--- src/prr_ram.sv ---
`timescale 1ns / 1ps
// prr_ram: generic single write port, single read port ram with registered read
// no dependencies

module prr_ram #(
	parameter int WIDTH = 16,
	parameter int DEPTH = 256
) (
	input  logic                     clk,
	input  logic                     we,
	input  logic [$clog2(DEPTH)-1:0] waddr,
	input  logic [WIDTH-1:0]         wdata,
	input  logic [$clog2(DEPTH)-1:0] raddr,
	output logic [WIDTH-1:0]         rdata
);

	logic [WIDTH-1:0] mem [DEPTH];

	always_ff @(posedge clk) begin
		if (we) begin
			mem[waddr] <= wdata;
		end
		rdata <= mem[raddr];
	end

endmodule

--- config.mk ---
export PLATFORM = sky130hd
export DESIGN_NAME = prr_ram
export DESIGN_NICKNAME = d
export VERILOG_FILES = /design/src/prr_ram.sv
export SDC_FILE = /design/constraint.sdc
export NUM_CORES = 2
export LEC_CHECK = 0
export BUFFER_PORTS_ARGS = -buffer_cell sky130_fd_sc_hd__clkbuf_2
export CAP_MARGIN = 25
export CORE_MARGIN = 5
export CORE_UTILIZATION = 45
export CTS_BUF_LIST = sky130_fd_sc_hd__clkbuf_4 sky130_fd_sc_hd__clkbuf_8
export CTS_CLUSTER_DIAMETER = 40
export DETAILED_ROUTE_END_ITERATION = 16
export GPL_TIMING_DRIVEN = 0
export PLACE_DENSITY_LB_ADDON = 0.2
export SLEW_MARGIN = 15
export SYNTH_ARGS = -nofsm -noshare
export SYNTH_HDL_FRONTEND = slang
export SYNTH_SLANG_ARGS = --single-unit
--- constraint.sdc ---
create_clock -name clk -period 4.95 [get_ports clk]
set_input_delay 0.495 -clock clk [delete_from_list [all_inputs] [get_ports clk]]
set_output_delay 0.495 -clock clk [all_outputs]
set_load 0.02 [all_outputs]
==> run_results.csv <==
group,metric,value,unit
status,status,"complete, no violations",
cts,clock-sinks,4112,
setup_path,slowest_stage,"nor4_1",
floorplanning,core_area,351900,µm²
pwr,totalPowerFinal,72.11,mW
pwr,ir_drop,0.2619,mV
setup_path,cpPeakStageDelay,970,ps
cts,clk_path_buf_depth,4,
synthesis,synth_edf_count,4096,
synthesis,syn-cell-area,158700,µm²
route,vias,85210,
synthesis,yosysTopAreaCellShare,77.50,%
synthesis,ys_warn_count,0,
cells_and_area,syn_to_final_growth,15.95,%
hold_path,hp-start,"waddr[2]",
cts,postCtsSetupBuffers,0,
synthesis,ys_seq_area_share,77.70,%
cts,cts_tree,"built",
route,totalWireLength,502000,µm
cts,clock_latency,1270,ps
placement,placed_cell_area,170500,µm²
setup_path,crit_required,5970,ps
setup_path,path_class,"input pin to flop",
cells_and_area,drive_above_1_share,31.40,%
timing,hold_violations,0,
timing,timing.hold.ws,162.2,ps
timing,max_freq,214.9,MHz
timing,finalCritPeriodShare,94.01,%
placement,hpwlAfterDp,345000,µm
global_route,grt_pass1_wl,681300,µm
global_route,grt_pass1_vias,83470,
placement,gp_congestion,1.014,
synthesis,synth.top_cells.by_area,"edfxtp_1 77%, mux4_2 11%, mux2i_1 3.6%, o221ai_1 1.4%, nor2_1 0.72%",
cts,cts_inserted_buffers,672,
route,vias_per_cell,6.273,
cells_and_area,finalNetCount,8453,
cts,holdBufCountCts,16,
route,drtAntennaViolNets,0,
placement,io_buffers,39,
setup_path,worstReg2RegStart,"mem[192][9]",
route,wl_per_cell,36.96,µm
cells_and_area,postLayoutCoreUtil,52.30,%
cells_and_area,final_area,184000,µm²
floorplanning,initial_core_util,45.11,%
pwr,pwr_density_cell,391.9,nW/µm²
setup_path,cp_max_fo,10,
pwr,p_leak,58.64,nW
setup_path,crit_start,"raddr[3]",
cts,h-tree-depth,6,
route,drc_errors,0,
synthesis,syn_avg_cell_area,21.56,µm²
cts,cts_resized,0,
timing,finalSetupViolations,0,
synthesis,synth_commonest_cells,"4096 x edfxtp_1, 797 x mux4_2, 565 x mux2i_1",
synthesis,synth_cells,7360,
timing,grt_setup_unrepaired,"false",
floorplanning,row_count,218,
route,drtIter0Drc,12690,
timing,maxSlewHeadroom,17.66,%
timing,worst-slew-pin-transition,1235,ps
job,cap_violations,0,
hold_path,hold_path.class,"input pin to flop",
synthesis,synth_fp_nets,7394,
global_route,antenna_found_initial,44,
route,first_pass_iters,7,
synthesis,synth-main-ff-cell,"edfxtp_1",
synthesis,synth_top_cell_by_area,"edfxtp_1",
setup_path,cp.arrival,5670,ps
synthesis,ys_types,52,
global_route,gr-usage-all-layers,27.04,%
cts,path_clk_slew,60,ps
setup_path,worstPathCellList,"clkbuf_1 -> inv_2 -> buf_2 -> buf_2 -> clkbuf_1 -> o221ai_1 -> a21oi_1 -> o31ai_1 -> o32ai_2 -> nor4_1",
floorplanning,die-area,364700,µm²
timing,final.setup_skew,95.82,ps
synthesis,synth_seq_cells,4112,
floorplanning,ios,50,
timing,fin_crit,4654,ps
floorplanning,die_y,603.9,µm
synthesis,yosysMostFrequentCell,"edfxtp_1",
cts,root_buffer,"clkbuf_8",
setup_path,critPathLaunchType,"input pin",
setup_path,critPathCaptureType,"flop",
synthesis,synth-async-reset-ratio,0,%
floorplanning,die_w,603.9,µm
timing,slew_violations,0,
global_route,grt_max_degree,121,
global_route,overflow,0,
worst paths after layout:
path                 endpoint  slack [ps]  cells after the start
hold / removal    mem[28][15]         160                      3
hold reg to reg      rdata[5]        1130                      6
setup / recovery     rdata[7]         300                     10
setup reg to reg     rdata[9]        1460                      6
registers in the layout, indices dropped and copies added, names as in the netlist:
name / count
mem: 4096
rdata: 16
placed cells by master, fill, tap and decap left out, drive strengths merged, types with 43 or more instances in the layout:
| master | count |
|---|---|
| clkinv | 229 |
| o221ai | 253 |
| buf | 550 |
| a22oi | 43 |
| mux2i | 565 |
| mux2 | 88 |
| o22ai | 148 |
| mux4 | 797 |
| clkbuf | 1176 |
| edfxtp | 4096 |
| nor2 | 304 |
| a21oi | 175 |
| nor3 | 92 |
per-stage QoR:
step	cells	setup WS (ps)	TNS, ps
2_1_floorplan	7360	2290	0
3_3_place_gp	12020	-2284	-3171040
3_5_place_dp	12340	-832.2	-9312
4_1_cts	13560	472.3	0
5_1_grt	13570	495.3	0
6_report	13580	296.3	0
per-layer routing:
layer / vias up / GRT usage, % / wire length (µm)
met3: 964 / 8.073 / 59600
met4: 10 / 11.35 / 24090
met2: 5362 / 40.04 / 223800
met5: - / 0.1321 / 218
li1: 33600 / - / -
met1: 45280 / 37.58 / 194300
cell type report:
class                           count  area [µm²]
Fill cell                       27540      167800
Clock buffer                      905       11060
Clock inverter                    298        2130
Multi-Input combinational cell   2792       33570
Timing Repair Buffer              385        5365
Buffer                            452        2743
Sequential cell                  4112      123300
Inverter                            4       15.01
Antenna cell                       16       40.04
Tap cell                         4620        5781
where the power goes:
group	switching [mW]	internal, mW	total, mW
clock	13.8	15.6	29.3
combinational	3.02	1.34	4.36
sequential	0.0229	38.4	38.4
logic make-up (layout without fill, tap and decap cells):
kind of cell,count (synthesis),in the layout,synth area share [%]
compound gates,786,786,3.537
buf+inv,456,2044,1.693
flops,4112,4112,77.70
mux,1450,1450,15.50
other cells,0,16,0
simple gates,556,556,1.574
critical path, delay by kind of cell:
kind / cells / cell delay, ps
AOI/OAI and AO/OA: 4 / 1720
and+or+nand+nor: 1 / 970
buffers and inverters: 5 / 2420
(Power assumes the default switching activity.)
