--- src/prr_pkg.sv ---
`timescale 1ns / 1ps
// prr_pkg: shared types and constants for the polyphase rational resampler
// no dependencies

package prr_pkg;

	localparam int MAX_TAPS     = 256;
	localparam int MAX_UP       = 16;
	localparam int SAMPLE_WIDTH = 16;
	localparam int FRAC_BITS    = SAMPLE_WIDTH - 1;
	localparam int TAP_AW       = $clog2(MAX_TAPS);
	localparam int ACC_W        = 2 * SAMPLE_WIDTH + TAP_AW;
	localparam int SCL_W        = ACC_W + 5;
	localparam int OFF_W        = 12;
	localparam int CFG_IDX_W    = 2;
	localparam int CFG_DATA_W   = 9;

	localparam logic [CFG_IDX_W-1:0] CFG_UP   = 2'd0;
	localparam logic [CFG_IDX_W-1:0] CFG_DOWN = 2'd1;
	localparam logic [CFG_IDX_W-1:0] CFG_TAPS = 2'd2;

	typedef enum logic [0:0] {
		OP_SAMPLE = 1'b0,
		OP_COEF   = 1'b1
	} op_t;

	typedef struct packed {
		op_t                            operation;
		logic [7:0]                     coef_index;
		logic signed [SAMPLE_WIDTH-1:0] value;
	} in_item_t;

	typedef struct packed {
		logic signed [SAMPLE_WIDTH-1:0] sample;
		logic                           last;
	} out_item_t;

	typedef struct packed {
		logic clr;
		logic prod_en;
		logic acc_en;
		logic scale_en;
	} mac_ctl_t;

endpackage

--- src/prr_mac.sv ---
`timescale 1ns / 1ps
// prr_mac: shared multiply-accumulate unit with gain scaling, rounding and saturation
// depends on prr_pkg

module prr_mac
	import prr_pkg::*;
(
	input  logic                           clk,
	input  mac_ctl_t                       ctl,
	input  logic signed [SAMPLE_WIDTH-1:0] coef,
	input  logic signed [SAMPLE_WIDTH-1:0] smp,
	input  logic [4:0]                     gain,
	output logic signed [SAMPLE_WIDTH-1:0] result
);

	localparam int SHR_W = SCL_W + 1 - FRAC_BITS;
	localparam logic signed [SCL_W:0] RND_C = (SCL_W + 1)'(1) << (FRAC_BITS - 1);

	logic signed [2*SAMPLE_WIDTH-1:0] prod_s2;
	logic signed [ACC_W-1:0]          acc_q;
	logic signed [SCL_W-1:0]          scl_q;
	logic signed [SCL_W:0]            rnd;
	logic [SHR_W-1:0]                 shr;
	logic [SHR_W-SAMPLE_WIDTH:0]      top;

	always_ff @(posedge clk) begin
		if (ctl.prod_en) begin
			prod_s2 <= coef * smp;
		end
		if (ctl.clr) begin
			acc_q <= '0;
		end else if (ctl.acc_en) begin
			acc_q <= acc_q + ACC_W'(prod_s2);
		end
		if (ctl.scale_en) begin
			scl_q <= SCL_W'(acc_q) * SCL_W'($signed({1'b0, gain}));
		end
	end

	// round half up, then saturate
	always_comb begin
		rnd = (SCL_W + 1)'(scl_q) + RND_C;
		shr = rnd[SCL_W:FRAC_BITS];
		top = shr[SHR_W-1:SAMPLE_WIDTH-1];
		if (top == '0 || top == '1) begin
			result = shr[SAMPLE_WIDTH-1:0];
		end else if (shr[SHR_W-1]) begin
			result = {1'b1, {(SAMPLE_WIDTH-1){1'b0}}};
		end else begin
			result = {1'b0, {(SAMPLE_WIDTH-1){1'b1}}};
		end
	end

endmodule

--- config.mk ---
export PLATFORM = sky130hd
export DESIGN_NAME = prr_mac
export DESIGN_NICKNAME = d
export VERILOG_FILES = /design/src/prr_pkg.sv /design/src/prr_mac.sv
export SDC_FILE = /design/constraint.sdc
export NUM_CORES = 1
export LEC_CHECK = 0
export ABC_CLOCK_PERIOD_IN_PS = 6600
export BUFFER_PORTS_ARGS = -buffer_cell sky130_fd_sc_hd__buf_2
export CORE_ASPECT_RATIO = 1.1
export CORE_UTILIZATION = 40
export DETAILED_ROUTE_END_ITERATION = 10
export PLACE_DENSITY = 0.56
export SLEW_MARGIN = 20
export SYNTH_ARGS = -nofsm -noshare
export SYNTH_HDL_FRONTEND = slang
export SYNTH_SLANG_ARGS = --single-unit
--- constraint.sdc ---
create_clock -name clk -period 6.6 [get_ports clk]
set_input_delay 0.99 -clock clk [delete_from_list [all_inputs] [get_ports clk]]
set_output_delay 0.99 -clock clk [all_outputs]
set_load 0.005 [all_outputs]
==> results.toml, run 1 <==
[timing]
hold_violations = 0
maxSlewViolCount = 0
rsz0062_at_grt = "yes"
relSlewSlack = 0.2318
period_share = 0.9725
max_freq_ghz = 0.1558
period_minus_slack_ns = 6.419
tns_ns = 0
worst_slew_pin_slew_ns = 1.152
hold_ws_ns = 0.5650
finalSetupViolCount = 0
clock-skew-final_ns = 0.01513

[cells_and_area]
utilization = 0.4487
fillCellCount = 5435
seq_area_sq_um = 2693
syn_to_final_growth_pct = 10.38
antennaDiodeCount = 0
multi_input_area_sq_um = 17900
fin_nets = 3220
layout-drive-gt1-share = 0.1048

[clocking]
clk_pin_slew_ns = 0.08
cts.sinks = 103
clk_latency_ns = 0.38
cts_buffer_depth = 2
hold_buffers = 0
cts_buffers = 9
cts_root_buffer = "clkbuf_16"
htree_levels = 3
cts_tree = "yes"

[setup_path]
cp_max_fo = 5
r2r-start = "acc_q[29]$_SDFFE_PP0P_"
cp-end-kind = "register"
crit_required_ns = 6.74
path_class = "in -> reg"
arrival_ns = 6.56
cp-startpoint = "coef[8]"
cp-start-kind = "input port"

[grt]
antenna_found_initial = 0
grt_max_degree = 53
grt_pass1_vias = 17775
grt_pass1_wl_mm = 85.44
grt.met1_usage = 0.2300
busiest_layer = "met2"
grt_use_total = 0.1789
use_met2 = 0.3245
grt-ovfl-total = 0
met3_usage = 0.008766

[route]
wirelength_mm = 49.61
first_pass_iters = 5
avgRoutedWirePerCell_um = 14.89
ant_nets = 0
drt-initial-drc-count = 589
avgViaCountPerCell = 5.012
drc = 0
via_count = 16699

[synthesis]
ys.flop_type = "edfxtp_1"
ys_warn_count = 0
yosys.cell_types.count = 81
synth-simple-area-share = 0.1817
synth_edf_count = 63
synth_compound_area_frac = 0.1006
synth_area_sq_um = 22430
ys_seq_area_frac = 0.1200
synth_adder_area_share = 0.4553
synthMuxAreaShare = 0.01132
ys_ff_latch = 103
postSynthAreaPerCell_sq_um = 9.052
synthesis.nets = 3107
async_flop_share = 0
synthCells = 2478
synth_xor_area_frac = 0.04217
synth_top_family_by_area = "adder cells"

[placed_design]
numPortBuffers = 57
place.gp.congestion = 0.8725
dp_hpwl_mm = 42.91

[run]
cap_violations = 0

[die]
die_height_um = 250.4
dieArea_sq_um = 57030
initial_core_util = 0.4065
num_io_pins = 58
core_area_sq_um = 55180
die_x_um = 227.8
num_rows = 90

[min_path]
hold_class = "reg -> reg"
min_from = "acc_q[23]$_SDFFE_PP0P_"

[status]
status = "finished, final reports clean"
## placed cells by master, fill, tap and decap left out, types with 15 or more instances in the layout
cell      Yosys  final
nand2_1     297    294
nand3_1      35     35
and2_1      218    216
dfxtp_1      40     40
buf_4         0    129
o21ai_0      47     46
buf_2         2     48
ha_1        205    201
xnor2_1      74     74
fa_1        382    372
nand2b_1     21     21
nand4_1      18     18
edfxtp_1     63     63
nor2_1      103    103
inv_1       442    435
a21o_1       37     37
nor3_1       24     24
mux2i_1      22     22
o21bai_1     15     15
nor3b_1      23     23
xor2_1       34     34
a21oi_1     104     99
## through the flow
step	area [sq um]	setup WS, ns	cells
finish	24760	0.1813	3332
global placement	24240	-0.2769	3313
detailed placement	24240	-0.4274	3313
global route	24760	-0.02636	3332
CTS	24550	0.006194	3329
floorplan	22450	0.03552	2478
## worst max-delay path, stage by stage
cell and delay (ns):
buf_4 0.14, and2_4 0.16, fa_1 0.55, inv_2 0.04, fa_1 0.46, fa_1 0.49
inv_1 0.05, fa_1 0.47, fa_1 0.55, inv_2 0.05, fa_1 0.52, inv_2 0.05
ha_4 0.25, nand4_1 0.13, a211oi_2 0.30, a211oi_2 0.16, or4_4 0.59, a21oi_4 0.19
nand4_1 0.10, nand4b_1 0.13, a21oi_2 0.07, xnor2_1 0.12
## path summary, 6_finish.rpt
check                           end  slack (ns)  depth (start not counted)
min          acc_q[23]$_SDFFE_PP0P_        0.57                          2
max reg2reg     scl_q[44]$_DFFE_PP_        1.56                         14
min reg2reg  acc_q[23]$_SDFFE_PP0P_        0.57                          2
max           prod_s2[30]$_DFFE_PP_        0.18                         22
## registers in the layout (all words and copies together) (netlist names)
name	cells
prod_s2	32
acc_q	40
scl_q	31
## cells by family (layout without fill, tap and decap cells)
family	after synthesis	after routing
AOI/OAI and AO/OA	332	332
adders and majority gates	587	587
and+or+nand+nor	799	799
xor gates and xnor gates	108	108
muxes	25	25
DFF	103	103
buffers and inverters	524	642
## area by class of cell
cell class,count,area share
timing repair buffer,184,0.05185
clock inverter,6,0.002274
multi-input combinational,1851,0.7228
sequential,103,0.1088
tap,736,0.03719
clock buffer,10,0.01011
inverter,442,0.06701
## Yosys cell counts (all sizes together) (20+ instances only)
cell type	n	area (sq um)
dfxtp	40	800.8
xnor2	74	648.1
clkbuf	74	277.8
ha	205	2565
xor2	34	297.8
edfxtp	63	1892
nand2b	21	131.4
nand2	298	1121
nand4	20	146.4
inv	442	1659
a21o	37	277.8
fa	382	7647
nor3	26	146.4
a21oi	104	520.5
mux2i	22	220.2
nor3b	23	172.7
nand3	35	175.2
nor2	104	397.9
o21ai	49	245.2
and2	218	1364
## per-layer routing
metal,up-vias,wire (um)
met5,-,0
met3,51,837
met2,208,24630
met4,0,926
met1,8259,23210
li1,8181,-
## what timing repair did
action | CTS | global route
endpoints found under the setup margin | 0 | 9
buffers inserted | 0 | 3
resized for setup | 0 | 58
Power of run 1 is not shown: default switching activity piles up to over one toggle a cycle in this logic, so the estimate is an artifact.
==> run 2: changes to the inputs <==
--- a/config.mk
+++ b/config.mk
@@ -11,6 +11,7 @@
 export CORE_UTILIZATION = 40
 export DETAILED_ROUTE_END_ITERATION = 10
 export PLACE_DENSITY = 0.56
+export RECOVER_POWER = 50
 export SLEW_MARGIN = 20
 export SYNTH_ARGS = -nofsm -noshare
 export SYNTH_HDL_FRONTEND = slang
==> run 2 against run 1 <==
Effect of this change: the run now ends with capacitance limit, slew limit left; highest routed layer unchanged; via count barely moved; core utilization about the same; sequential cell count unchanged; critical path type unchanged.
==> results.toml, run 2 (synthesis gave the netlist of run 1 again) <==
[grt]
grt-ovfl-total = 0
grt_use_total = 0.1789
antenna_found_initial = 0
grt_pass1_vias = 17775
grt_max_degree = 53
grt_pass1_wl_mm = 85.44

[setup_path]
rr_endpoint = "scl_q[44]$_DFFE_PP_"
rr_worst_depth = 14
endpoint = "prod_s2[30]$_DFFE_PP_"
cpPeakStageDelay_ns = 0.59
cp_max_fo = 5
slowest_stage = "or4_4"
critPathMostFrequentCell = "fa_1"
crit_chain = "buf_4, and2_4, fa_1, inv_2, fa_1, fa_1, inv_1, fa_1, fa_1, inv_2, fa_1, inv_2, ha_4, nand4_1, a211oi_2, a211oi_2, or4_4, a21oi_4, nand4_1, nand4b_1, a21oi_2, xnor2_1"
cp-start-kind = "input port"
path_class = "in -> reg"
crit_required_ns = 6.74
arrival_ns = 6.56
cp-startpoint = "coef[8]"
cp-end-kind = "register"
r2r_slack_ns = 1.56
r2r-start = "acc_q[29]$_SDFFE_PP0P_"

[clocking]
htree_levels = 3
cts_root_buffer = "clkbuf_16"
clk_latency_ns = 0.38
cts_buffer_depth = 2
hold_buffers = 0
cts.sinks = 103
clk_pin_slew_ns = 0.08
cts_tree = "yes"
cts_buffers = 9

[cells_and_area]
reg_top3 = "acc_q (40), prod_s2 (32), scl_q (31)"
syn_to_final_growth_pct = 10.34
layout-drive-gt1-share = 0.1032
fin_nets = 3220
final_cell_mix = "inv_1 (435), fa_1 (372), nand2_1 (294), and2_1 (215), ha_1 (201)"
mostFrequentLayoutCell = "inv_1"
largest_reg_flops = 40
regMostFlops = "acc_q"
antennaDiodeCount = 0

[route]
via_count = 16710
first_pass_iters = 4
avgRoutedWirePerCell_um = 14.89
drt-initial-drc-count = 579
wirelength_mm = 49.60
drc = 0
avgViaCountPerCell = 5.015
ant_nets = 0

[timing]
relSlewSlack = -0.7349
clock-skew-final_ns = 0.01585
hold_ws_ns = 0.5650
hold_violations = 0
tns_ns = 0
maxSlewViolCount = 118
period_minus_slack_ns = 6.421
finalSetupViolCount = 0
rsz0062_at_grt = "yes"
max_freq_ghz = 0.1557
period_share = 0.9729
worst_slew_pin_slew_ns = 2.602

[placed_design]
dp_hpwl_mm = 42.91
place.gp.congestion = 0.8725
numPortBuffers = 57

[die]
num_io_pins = 58
dieArea_sq_um = 57030
core_area_sq_um = 55180
die_height_um = 250.4
die_x_um = 227.8
initial_core_util = 0.4065
num_rows = 90

[run]
cap_violations = 3

[status]
status = "finished, violations left"
violations = "capacitance limit, slew limit"

[min_path]
hold_class = "reg -> reg"
==> run 2: worst max-delay path, delay by kind of cell <==
kind	cells	cell delay, ns
AOI/OAI and AO/OA	4	0.72
buffers and inverters	5	0.33
xor gates and xnor gates	1	0.12
adders and majority gates	7	3.30
and+or+nand+nor	5	1.11
==> run 2: timing repair <==
item	in CTS	in global routing
setup endpoints to repair	0	9
gates resized for setup	0	58
buffers inserted	0	3
==> run 2: how the worst min path moves through the flow <==
stage                                       from                      to  slack (ns)  depth (start not counted)
after floorplan           acc_q[38]$_SDFFE_PP0P_  acc_q[38]$_SDFFE_PP0P_        0.49                          2
after global placement    acc_q[23]$_SDFFE_PP0P_  acc_q[23]$_SDFFE_PP0P_        0.55                          2
after detailed placement  acc_q[23]$_SDFFE_PP0P_  acc_q[23]$_SDFFE_PP0P_        0.55                          2
after CTS                 acc_q[23]$_SDFFE_PP0P_  acc_q[23]$_SDFFE_PP0P_        0.57                          2
after global routing      acc_q[23]$_SDFFE_PP0P_  acc_q[23]$_SDFFE_PP0P_        0.60                          2
final                     acc_q[23]$_SDFFE_PP0P_  acc_q[23]$_SDFFE_PP0P_        0.57                          2
==> run 2: metal layers <==
| metal | wire (um) | GRT usage | vias up | share of wire |
|---|---|---|---|---|
| met4 | 941 | 0.05097 | 0 | 0.019 |
| li1 | - | - | 8181 | - |
| met3 | 809 | 0.008766 | 53 | 0.016 |
| met1 | 23240 | 0.2300 | 8275 | 0.47 |
| met2 | 24610 | 0.3245 | 201 | 0.50 |
| met5 | 0 | 0 | - | 0 |
==> run 2: stage by stage <==
step           instances  instance area, sq um    util  setup WS [ns]
6_report            3332                 24750  0.4485         0.1788
5_1_grt             3332                 24750  0.4485       -0.02636
4_1_cts             3329                 24550  0.4449       0.006194
3_5_place_dp        3313                 24240  0.4393        -0.4274
3_3_place_gp        3313                 24240  0.4393        -0.2769
2_1_floorplan       2478                 22450       -        0.03552
==> run 2: cell type report <==
| cell class | count | area, sq um |
|---|---|---|
| inverters | 442 | 1659 |
| clock inverters | 6 | 56.30 |
| fillers | 5436 | 30430 |
| well taps | 736 | 920.9 |
| repair buffers | 184 | 1274 |
| clock buffers | 10 | 250.2 |
| flip-flops and latches | 103 | 2693 |
| multi-input cells | 1851 | 17900 |
Power of run 2 is left out for the same reason.
==> run 3: changes to the inputs <==
--- a/config.mk
+++ b/config.mk
@@ -8,9 +8,10 @@
 export ABC_CLOCK_PERIOD_IN_PS = 6600
 export BUFFER_PORTS_ARGS = -buffer_cell sky130_fd_sc_hd__buf_2
 export CORE_ASPECT_RATIO = 1.1
-export CORE_UTILIZATION = 40
+export CORE_UTILIZATION = 35
 export DETAILED_ROUTE_END_ITERATION = 10
-export PLACE_DENSITY = 0.56
+export MAX_ROUTING_LAYER = met4
+export PLACE_DENSITY = 0.51
 export RECOVER_POWER = 50
 export SLEW_MARGIN = 20
 export SYNTH_ARGS = -nofsm -noshare
==> run 3 against run 2 <==
Effect of this change: the flow still finishes with violations (capacitance limit, slew limit); final cell count rose by 2.8%; die area increased by 14%; sequential share of layout area barely moved.
==> results.toml, run 3 (synthesis gave the netlist of run 1 again) <==
[cells_and_area]
fin_nets = 3216
layout-drive-gt1-share = 0.09259
reg_top3 = "acc_q (40), prod_s2 (32), scl_q (31)"
antennaDiodeCount = 0
regMostFlops = "acc_q"
largest_reg_flops = 40
final_cell_mix = "inv_1 (442), fa_1 (380), nand2_1 (297), and2_1 (216), ha_1 (203)"
fillCellCount = 6249
mostFrequentLayoutCell = "inv_1"
final_cell_area_sq_um = 24740
syn_to_final_growth_pct = 10.29

[timing]
hold_ws_ns = 0.5705
hold_violations = 0
rsz0062_at_grt = "yes"
maxSlewViolCount = 118
period_minus_slack_ns = 6.406
clock-skew-final_ns = 0.01591
max_freq_ghz = 0.1561
worst_slew_pin_slew_ns = 2.662
relSlewSlack = -0.7749
finalSetupViolCount = 0
period_share = 0.9706

[grt]
grt_max_degree = 53
grt_pass1_vias = 17978
grt_pass1_wl_mm = 88.11
antenna_found_initial = 0
grt_use_total = 0.1684
grt-ovfl-total = 0

[route]
avgViaCountPerCell = 4.834
ant_nets = 0
drt-initial-drc-count = 684
avgRoutedWirePerCell_um = 14.85
wirelength_mm = 50.87
drc = 0
via_count = 16557
first_pass_iters = 5

[clocking]
htree_levels = 3
cts_root_buffer = "clkbuf_16"
cts_buffers = 9
cts.sinks = 103
clk_latency_ns = 0.38
cts_tree = "yes"
clk_pin_slew_ns = 0.08
cts_buffer_depth = 2

[setup_path]
crit_family = "adder cells"
cp-end-kind = "register"
crit_buf_inv = 7
critPathMostFrequentCell = "fa_1"
r2r_slack_ns = 1.56
slowest_stage = "fa_2"
rr_worst_depth = 15
cpPeakStageDelay_ns = 0.60
rr_endpoint = "scl_q[44]$_DFFE_PP_"
cp_max_fo = 9
crit_chain = "clkbuf_4, buf_4, nand2_1, inv_1, fa_1, buf_4, fa_2, fa_1, fa_1, fa_1, inv_1, fa_1, inv_1, ha_1, nand3_1, buf_4, a211o_1, and3_1, a21oi_4, nand4_1, nand4b_1, a21oi_2, xnor2_1"
crit_required_ns = 6.73
path_class = "in -> reg"
cp-start-kind = "input port"
r2r-start = "acc_q[9]$_SDFFE_PP0P_"
arrival_ns = 6.54

[min_path]
hold_class = "reg -> reg"
min_from = "acc_q[37]$_SDFFE_PP0P_"
hold_depth = 2
hold_path_end = "acc_q[37]$_SDFFE_PP0P_"

[die]
die_height_um = 267.5
dieArea_sq_um = 65100
initial_core_util = 0.3571
die_x_um = 243.4
core_area_sq_um = 62820
num_rows = 96
num_io_pins = 58

[status]
status = "finished, violations left"
violations = "capacitance limit, slew limit"

[placed_design]
place.gp.congestion = 0.8623
dpl_cell_area_sq_um = 24340
dp_hpwl_mm = 44.33
numPortBuffers = 57

[run]
cap_violations = 3
[run 3: what timing repair did]
item,in CTS,in global routing
setup buffers,0,2
setup endpoints to repair,0,5
hold buffers,0,0
resized for setup,0,14
[run 3: worst min-delay path, stage by stage (launching register included)]
cell and delay, ns:
dfxtp_1 0.38, nand2_1 0.08, o21ai_0 0.07
[run 3: how the worst max path moves through the flow]
stage	depth (start not counted)	end	slack [ns]	from
floorplan	21	prod_s2[30]$_DFFE_PP_	0.04	coef[13]
global placement	22	prod_s2[30]$_DFFE_PP_	-0.28	coef[10]
detailed placement	21	prod_s2[30]$_DFFE_PP_	-0.36	smp[1]
CTS	21	prod_s2[30]$_DFFE_PP_	0.06	smp[1]
global route	22	prod_s2[30]$_DFFE_PP_	-0.04	coef[8]
finish	23	prod_s2[30]$_DFFE_PP_	0.19	smp[1]
[run 3: layout make-up]
class | count | area [sq um] | area share
Multi-Input combinational cell | 1851 | 17840 | 0.7213
Sequential cell | 103 | 2693 | 0.1088
Inverter | 442 | 1659 | 0.06707
Timing Repair Buffer | 180 | 1200 | 0.04851
Tap cell | 833 | 1042 | 0.04213
Clock buffer | 9 | 225.2 | 0.009104
Clock inverter | 7 | 75.07 | 0.003035
[run 3: per-layer routing]
| metal | GRT usage | wire, um | vias to the layer above | part of all wire |
|---|---|---|---|---|
| met1 | 0.2122 | 24020 | 8119 | 0.47 |
| met5 | - | 0 | - | 0 |
| met3 | 0.01162 | 974 | 42 | 0.019 |
| met2 | 0.2956 | 25160 | 219 | 0.49 |
| met4 | 0.03689 | 727 | 0 | 0.014 |
| li1 | - | - | 8177 | - |
[run 3: through the flow]
step	util	setup TNS, ns	setup WS (ns)	instances
2_1_floorplan	-	0	0.03552	2478
3_3_place_gp	0.3874	-1.106	-0.2761	3407
3_5_place_dp	0.3874	-1.839	-0.3642	3407
4_1_cts	0.3922	0	0.06036	3423
5_1_grt	0.3938	-0.03862	-0.03862	3425
6_report	0.3938	0	0.1937	3425
Power of run 3 is left out for the same reason.
